===== src/rtl/rbm_pkg.sv =====
// Shared types and constants for the ROM bank mapper with IRQ counter.
`timescale 1ns / 1ps

package rbm_pkg;

    typedef enum logic [1:0] {
        OP_CPU_WRITE  = 2'd0,
        OP_CPU_TICK   = 2'd1,
        OP_CPU_LOOKUP = 2'd2,
        OP_PPU_LOOKUP = 2'd3
    } opcode_t;

    typedef enum logic [1:0] {
        REGION_UNMAPPED = 2'd0,
        REGION_PRG_ROM  = 2'd1,
        REGION_PRG_RAM  = 2'd2,
        REGION_CHR_ROM  = 2'd3
    } region_t;

    typedef enum logic [1:0] {
        MIRROR_VERTICAL   = 2'd0,
        MIRROR_HORIZONTAL = 2'd1,
        MIRROR_SINGLE_LOW = 2'd2
    } mirror_t;

    localparam logic [3:0] PAGE_PRG0 = 4'h8;
    localparam logic [3:0] PAGE_MISC = 4'h9;
    localparam logic [3:0] PAGE_PRG1 = 4'hA;
    localparam logic [3:0] PAGE_CHR  = 4'hB;

    localparam logic [2:0] SEL_SWAP_MODE = 3'd0;
    localparam logic [2:0] SEL_MIRROR    = 3'd1;
    localparam logic [2:0] SEL_IRQ_EN    = 3'd3;
    localparam logic [2:0] SEL_RELOAD    = 3'd4;
    localparam logic [2:0] SEL_LATCH_HI  = 3'd5;
    localparam logic [2:0] SEL_LATCH_LO  = 3'd6;

    localparam logic [1:0] MIRROR_BITS_VERT = 2'd0;
    localparam logic [1:0] MIRROR_BITS_HORZ = 2'd2;

    localparam logic [7:0]  FIXED_BANK_LOW  = 8'hFE;
    localparam logic [7:0]  FIXED_BANK_HIGH = 8'hFF;
    localparam logic [15:0] PRG_RAM_BASE    = 16'h6000;
    localparam logic [15:0] PRG_ROM_BASE    = 16'h8000;
    localparam logic [15:0] PPU_LIMIT       = 16'h2000;

    localparam int unsigned NUM_CHR = 8;

endpackage


===== src/rtl/rom_bank_mapper_with_irq_counter_core.sv =====
// Top level: bank mapper register file, IRQ down counter and address lookup.
// Each accepted item's result is registered in the output register.
// Throughput: one item per cycle; the output register is the only stage, and
// s_tready stays high whenever that register is empty or being drained.
// Reset: synchronous active-low aresetn restores all bank, mirroring and IRQ
// state to its power-up values and empties the output register.
`timescale 1ns / 1ps

module rom_bank_mapper_with_irq_counter_core
    import rbm_pkg::*;
(
    input  logic        aclk,
    input  logic        aresetn,
    input  logic        s_tvalid,
    output logic        s_tready,
    input  logic [23:0] s_tdata,   // [15:0] address, [23:16] write_data
    input  logic [1:0]  s_tuser,   // [1:0] opcode
    output logic        m_tvalid,
    input  logic        m_tready,
    output logic [15:0] m_tdata,   // [7:0] bank_number, [8] irq_line, [10:9] mirror_mode,
                                   // [15:11] zero
    output logic [1:0]  m_tuser    // [1:0] region
);

    logic        swap_reg,    swap_next;
    logic [7:0]  prg_reg [2];
    logic [7:0]  prg_next [2];
    logic [7:0]  chr_reg [NUM_CHR];
    logic [7:0]  chr_next [NUM_CHR];
    logic [1:0]  mirror_reg,  mirror_next;
    logic        irq_en_reg,  irq_en_next;
    logic [15:0] count_reg,   count_next;
    logic [15:0] latch_reg,   latch_next;
    logic        irq_reg,     irq_next;

    logic        out_valid_reg;
    region_t     out_region_reg, out_region_next;
    logic [7:0]  out_bank_reg,   out_bank_next;
    logic        out_irq_reg;
    mirror_t     out_mirror_reg, out_mirror_next;

    opcode_t     op;
    logic [15:0] addr;
    logic [7:0]  data;
    logic [3:0]  page;
    logic [2:0]  sel;
    logic [15:0] count_dec;
    logic        accept;

    assign op     = opcode_t'(s_tuser);
    assign addr   = s_tdata[15:0];
    assign data   = s_tdata[23:16];
    assign page   = addr[15:12];
    assign sel    = addr[2:0];
    assign count_dec = count_reg - 16'd1;

    assign s_tready = !out_valid_reg || m_tready;
    assign accept   = s_tvalid && s_tready;

    always_comb begin
        swap_next   = swap_reg;
        prg_next    = prg_reg;
        chr_next    = chr_reg;
        mirror_next = mirror_reg;
        irq_en_next = irq_en_reg;
        count_next  = count_reg;
        latch_next  = latch_reg;
        irq_next    = irq_reg;
        out_region_next = REGION_UNMAPPED;
        out_bank_next   = 8'd0;

        case (op)
            OP_CPU_WRITE: begin
                case (page)
                    PAGE_PRG0, PAGE_PRG1: begin
                        prg_next[addr[13]] = data;
                    end
                    PAGE_CHR: begin
                        chr_next[sel] = data;
                    end
                    PAGE_MISC: begin
                        case (sel)
                            SEL_SWAP_MODE: swap_next = data[7];
                            SEL_MIRROR:    mirror_next = data[7:6];
                            SEL_IRQ_EN: begin
                                irq_en_next = data[7];
                                irq_next    = 1'b0;
                            end
                            SEL_RELOAD: begin
                                count_next = latch_reg;
                                irq_next   = 1'b0;
                            end
                            SEL_LATCH_HI:  latch_next = {data, latch_reg[7:0]};
                            SEL_LATCH_LO:  latch_next = {latch_reg[15:8], data};
                            default: ;
                        endcase
                    end
                    default: ;
                endcase
            end
            OP_CPU_TICK: begin
                if (irq_en_reg) begin
                    count_next = count_dec;
                    if (count_dec == 16'd0) begin
                        irq_next    = 1'b1;
                        irq_en_next = 1'b0;
                    end
                end
            end
            OP_CPU_LOOKUP: begin
                if (addr < PRG_RAM_BASE) begin
                    out_region_next = REGION_UNMAPPED;
                end else if (addr < PRG_ROM_BASE) begin
                    out_region_next = REGION_PRG_RAM;
                end else begin
                    out_region_next = REGION_PRG_ROM;
                    case (addr[14:13])
                        2'd0:    out_bank_next = swap_reg ? FIXED_BANK_LOW : prg_reg[0];
                        2'd1:    out_bank_next = prg_reg[1];
                        2'd2:    out_bank_next = swap_reg ? prg_reg[0] : FIXED_BANK_LOW;
                        default: out_bank_next = FIXED_BANK_HIGH;
                    endcase
                end
            end
            OP_PPU_LOOKUP: begin
                if (addr < PPU_LIMIT) begin
                    out_region_next = REGION_CHR_ROM;
                    out_bank_next   = chr_reg[addr[12:10]];
                end
            end
            default: ;
        endcase

        case (mirror_next)
            MIRROR_BITS_VERT: out_mirror_next = MIRROR_VERTICAL;
            MIRROR_BITS_HORZ: out_mirror_next = MIRROR_HORIZONTAL;
            default:          out_mirror_next = MIRROR_SINGLE_LOW;
        endcase
    end

    always_ff @(posedge aclk) begin
        if (!aresetn) begin
            swap_reg      <= 1'b0;
            prg_reg[0]    <= 8'd0;
            prg_reg[1]    <= 8'd1;
            for (int i = 0; i < NUM_CHR; i++) begin
                chr_reg[i] <= 8'(i);
            end
            mirror_reg    <= 2'd0;
            irq_en_reg    <= 1'b0;
            count_reg     <= 16'd0;
            latch_reg     <= 16'd0;
            irq_reg       <= 1'b0;
            out_valid_reg <= 1'b0;
        end else begin
            if (accept) begin
                swap_reg   <= swap_next;
                prg_reg    <= prg_next;
                chr_reg    <= chr_next;
                mirror_reg <= mirror_next;
                irq_en_reg <= irq_en_next;
                count_reg  <= count_next;
                latch_reg  <= latch_next;
                irq_reg    <= irq_next;
                out_valid_reg <= 1'b1;
            end else if (m_tready) begin
                out_valid_reg <= 1'b0;
            end
        end
    end

    // hold the result until taken
    always_ff @(posedge aclk) begin
        if (accept) begin
            out_region_reg <= out_region_next;
            out_bank_reg   <= out_bank_next;
            out_irq_reg    <= irq_next;
            out_mirror_reg <= out_mirror_next;
        end
    end

    assign m_tvalid = out_valid_reg;
    assign m_tuser  = out_region_reg;
    assign m_tdata  = {5'd0, out_mirror_reg, out_irq_reg, out_bank_reg};

endmodule

===== config.mk =====
export PLATFORM = sky130hd
export DESIGN_NAME = rom_bank_mapper_with_irq_counter_core
export DESIGN_NICKNAME = d
export VERILOG_FILES = /design/src/rtl/rbm_pkg.sv /design/src/rtl/rom_bank_mapper_with_irq_counter_core.sv
export SDC_FILE = /design/constraint.sdc
export NUM_CORES = 1
export LEC_CHECK = 0
export BUFFER_PORTS_ARGS = -buffer_cell sky130_fd_sc_hd__buf_4
export CAP_MARGIN = 20
export CORE_MARGIN = 8
export CORE_UTILIZATION = 55
export DETAILED_ROUTE_END_ITERATION = 10
export PLACE_DENSITY_LB_ADDON = 0.05
export SKIP_LAST_GASP = 1
export SLEW_MARGIN = 30
export SYNTH_ARGS = -nofsm -noshare
export SYNTH_HDL_FRONTEND = slang
export SYNTH_SLANG_ARGS = --single-unit
export TNS_END_PERCENT = 100

===== constraint.sdc =====
create_clock -name aclk -period 6 [get_ports aclk]
set_input_delay 0.6 -clock aclk [delete_from_list [all_inputs] [get_ports aclk]]
set_output_delay 0.6 -clock aclk [all_outputs]
set_load 0.05 [all_outputs]

# == Word-level counts from Yosys, hierarchy flattened ==
# Cells that the tools add are included.
# word_totals
romBits,0
mem_bits_rw,0
reg_bits,131
out_inout_bits,20
input_bits,30
word_cells,117
mem_count,0
latch_bits,0
# classes
n_eq_ne,19
div_mod_pow,0
order_cmp,8
n_addsub,1
mul,0
muxes,41
n_bitwise,5
n_reduce_logical,21
shift,0
# op_table
operator,n
8-bit two-way mux,9
64-bit bitwise mux,1
16-bit one-hot mux with 2 select lines,2
16-bit two-way mux,3
8-bit binary-select mux with 3-bit select,1
8-bit demux with 3-bit select,1
8-bit one-hot mux with 3 select lines,1
16-bit bitwise mux,1
"4-bit equality test, second input constant",4
16-bit zero test,1
"16-bit by 14-bit less-than comparator with 1-bit output, second input constant",1
"16-bit by 15-bit less-than comparator with 1-bit output, second input constant",1
"16-bit less-than comparator, second input constant",1
8-bit one-hot mux with 2 select lines,1
"16-bit by 1-bit subtractor with 16-bit output, second input constant",1
5-bit AND reduction,3
2-bit two-way mux,6
1-bit two-way mux,10
"3-bit equality test, second input constant",3
8-bit demux with 1-bit select,1
"2-bit equality test, second input constant",4
"4-bit greater-or-equal comparator, second input constant",2
"2-bit inequality test, second input constant",4
3-bit inverter with 4-bit output,2
19 further kinds,31

# == Longest topological paths before layout ==
# depth
depth_word,6
ltp_mapped,9
ltp_nobuf,7

# == Least setup slack after synthesis ==
# OpenSTA, ideal clock, no wires.
# synth_path
path_type,in2reg
from,input m_tready
to,register count_reg[14]
stages,7
setup_time_ps,119
path_buffers,3
setup_slack_ps,3400
required_time_ps,5881
arrival_time_ps,2481
cell_sequence,nand2b_1 -> clkbuf_1 -> nand2_1 -> a211o_1 -> buf_2 -> buf_2 -> o221a_1
# synth_between
elab_chain_len,3
# synth_rtl
element,line,source
start: declaration,rom_bank_mapper_with_irq_counter_core.sv:19,"input logic m_tready,"
1-bit logical OR,rom_bank_mapper_with_irq_counter_core.sv:57,assign s_tready = !out_valid_reg || m_tready;
named net s_tready,rom_bank_mapper_with_irq_counter_core.sv:15,"output logic s_tready,"
1-bit logical AND,rom_bank_mapper_with_irq_counter_core.sv:58,assign accept = s_tvalid && s_tready;
5-bit AND reduction (no source line),-,
end signal: assignment,rom_bank_mapper_with_irq_counter_core.sv:162,count_reg <= count_next;
end: declaration,rom_bank_mapper_with_irq_counter_core.sv:32,"logic [15:0] count_reg, count_next;"
# The timed path passes the listed nets, and every way through them passes these cells.
# A chain may end at the register's enable or synchronous reset.

# == Worst setup path after layout ==
# layout_path
from,register count_reg[0]
to,register out_irq_reg (data pin)
# layout_between
elab_chain_len,5
# layout_rtl
element,line,source
16-bit by 1-bit subtractor with 16-bit output,rom_bank_mapper_with_irq_counter_core.sv:55,assign count_dec = count_reg - 16'd1;
16-bit zero test,rom_bank_mapper_with_irq_counter_core.sv:104,if (count_dec == 16'd0) begin
1-bit two-way mux,rom_bank_mapper_with_irq_counter_core.sv:104,
1-bit two-way mux,rom_bank_mapper_with_irq_counter_core.sv:102,if (irq_en_reg) begin
1-bit one-hot mux with 2 select lines,rom_bank_mapper_with_irq_counter_core.sv:72,case (op)
named net irq_next,rom_bank_mapper_with_irq_counter_core.sv:34,"logic irq_reg, irq_next;"
end signal: assignment,rom_bank_mapper_with_irq_counter_core.sv:177,out_irq_reg <= irq_next;
end: declaration,rom_bank_mapper_with_irq_counter_core.sv:39,logic out_irq_reg;
# The timed path passes the listed nets, and every way through them passes these cells.

==> flow_summary.yaml <==
cells_and_area:
  largest_reg_flops: 64
  utilization: 0.6294
  layout-drive-gt1-share: 0.1632
  fin_nets: 730
  n_fill_cell: 1022
  n_antenna_cell: 0
  area.growth.synth_to_final_pct: 12.82
cts:
  cts_setup_buffers: 0
  cts_hold_buf: 0
  cts_max_level: 4
  ctsLongestPathBuffers: 2
  clk_pin_slew_ps: 60
  cts-root-buf: "clkbuf_16"
  cts_tree: "done"
  numCtsBuffers: 17
  cts.sinks: 131
  cts_resized: 0
  clock_latency_ps: 420
yosys:
  synth_cell_types: 61
  yosysTopAreaCell: "dfxtp_1"
  synth-edff-count: 13
  synthArstFlopShare: 0
  synth.area.top_cells: "dfxtp_1 36%, mux2i_1 8.9%, edfxtp_1 5.9%"
  synth_mux_area_frac: 0.1454
  syn_avg_cell_area_um2: 9.494
  ys.flop_type: "dfxtp_1"
  synth_compound_area_frac: 0.1514
  synth-simple-area-share: 0.2341
  synth_top_family_by_area: "simple AND/OR/NAND/NOR gates"
  ys_seq_elements: 131
  yosysMostFrequentCell: "dfxtp_1"
  yosys_warnings: 0
  syn_inst: 697
  synth-xor-area-share: 0.002647
  synth_top_area_frac: 0.3570
  synth_commonest_cells: "118 x dfxtp_1, 101 x nand2_1, 59 x mux2i_1, 51 x nor2b_1, 48 x a21boi_0"
  syn_area_um2: 6618
  ys_seq_area_frac: 0.4160
  synthAdderAreaFrac: 0.003781
critical_path:
  path_cells: "inv_1 -> ha_1 -> or3b_2 -> o31a_1 -> nor3_1 -> nand4_1 -> o21ai_0"
  r2r_start: "count_reg[0]"
  cp.required_ps: 6240
  max_stage_delay_ps: 570
  critPathMaxFanout: 10
  path_class: "reg -> reg"
  slowest_stage: "or3b_2"
  endpoint_kind: "flip-flop"
  rr_endpoint: "out_irq_reg"
  arrival_ps: 2780
  worstSetupStartpointType: "flip-flop"
  r2r_slack_ps: 3460
  reg2regPathDepth: 7
global_route:
  antenna_found_initial: 0
  grt_max_degree: 120
  grt_pass1_vias: 4913
  gr-total-overflow: 0
  grt_first_pass_wirelength_um: 25910
  grt_usage: 0.2059
place:
  io_buffers: 37
  dp_hpwl_um: 10360
  gp_congestion: 0.8442
die:
  dieArea_um2: 15800
  die-width_um: 125.7
  die_h_um: 125.7
  start_util: 0.5579
  ioPinCount: 50
  coreArea_um2: 11860
  fp-row-count: 40
power:
  power_mw: 2.173
  cellLeakagePower_nw: 2.626
  power_density_nw_per_um2: 291.0
  peakVddDrop_mv: 0.1813
sta:
  finalHoldViolCount: 0
  drv_slew: 0
  finalCriticalPeriod_ps: 2545
  finalSetupTns_ps: 0
  relSlewSlack: 0.4854
  rsz0062_at_grt: "false"
  max_freq_mhz: 393.0
  period_share: 0.4241
  tightestPinTransition_ps: 766.1
  final.setup_skew_ps: 4.985
  finalSetupViolCount: 0
run_status:
  status: "finished clean"
worst_hold_path:
  hp-start: "chr_reg[34]"
  worstHoldPathType: "reg -> reg"
  whs_path_depth: 2
  hold_end: "chr_reg[34]"
drt:
  dr.pass1.iters: 5
  drc: 0
  wl_um: 16030
  vias_per_cell: 5.948
  ant_nets: 0
  drtIter0Drc: 487
  vias: 5103
  avgRoutedWirePerCell_um: 18.68
flow_run:
  max_cap_violations: 0
routing by layer:
layer / GRT usage / up-vias / wire length [um]
met4: 0.07665 / 0 / 159
met3: 0.04346 / 12 / 819
met2: 0.3398 / 131 / 7918
met5: 0 / - / 0
li1: - / 2481 / -
met1: 0.2600 / 2479 / 7131
worst max-delay path: cells and delay by family, from the launching register on:
kind / cells / cell delay, ps
flip-flops: 1 / 400
AND/OR/NAND/NOR: 3 / 1000
AO/OA/AOI/OAI: 2 / 520
adder cells (fa/ha/maj): 1 / 360
buffers and inverters: 1 / 90
through the flow:
step	std cells	hold WS [ps]	setup slack (ps)	instance area [um2]
4_1_cts	858	466.4	3464	7461
3_3_place_gp	826	444.0	3153	6823
6_report	858	466.0	3455	7466
2_1_floorplan	701	435.3	3400	6633
5_1_grt	858	482.4	3311	7466
3_5_place_dp	826	455.8	3100	6823
how the worst max path moves through the flow:
stage                  from       endpoint  slack [ps]
6_report       count_reg[0]    out_irq_reg        3460
5_1_grt        count_reg[0]    out_irq_reg        3310
4_1_cts        count_reg[0]    out_irq_reg        3460
3_5_place_dp     s_tuser[0]    chr_reg[62]        3100
3_3_place_gp     s_tuser[0]    chr_reg[60]        3150
2_1_floorplan      m_tready  count_reg[14]        3400
cell usage in the layout (no fill, tap or decap), types with 8 or more instances in the layout:
cell / instances
o221a_2: 8
a21oi_1: 9
edfxtp_1: 13
buf_4: 37
clkbuf_16: 17
nor2_1: 33
nor2b_1: 51
a31oi_1: 12
nand2_1: 101
and2_1: 9
a21boi_0: 48
mux2i_1: 59
nor3_1: 10
nand3_1: 14
mux4_2: 16
dfxtp_1: 118
o21ai_0: 34
power by group:
group          switching [mW]  internal (mW)
clock                   0.387          0.732
sequential            0.00330          0.892
combinational           0.107         0.0514
total                   0.497           1.68
cell type report:
cell class	instances	area (um2)	area share
Inverter	7	26.28	0.003519
Tap cell	147	183.9	0.02464
Timing Repair Buffer	38	289.0	0.03871
Clock inverter	15	212.7	0.02849
Sequential cell	131	2753	0.3687
Clock buffer	17	425.4	0.05698
Multi-Input combinational cell	503	3576	0.4790
logic make-up (layout without fill, tap and decap cells):
| kind of cell | Yosys count | in the layout |
|---|---|---|
| AOI/OAI and AO/OA | 141 | 141 |
| xor gates and xnor gates | 2 | 2 |
| adders and majority gates | 2 | 2 |
| buffers and inverters | 67 | 77 |
| DFF | 131 | 131 |
| muxes | 76 | 76 |
| other | 1 | 5 |
| and+or+nand+nor | 277 | 277 |
No activity file was read; power rests on OpenSTA's default activity.
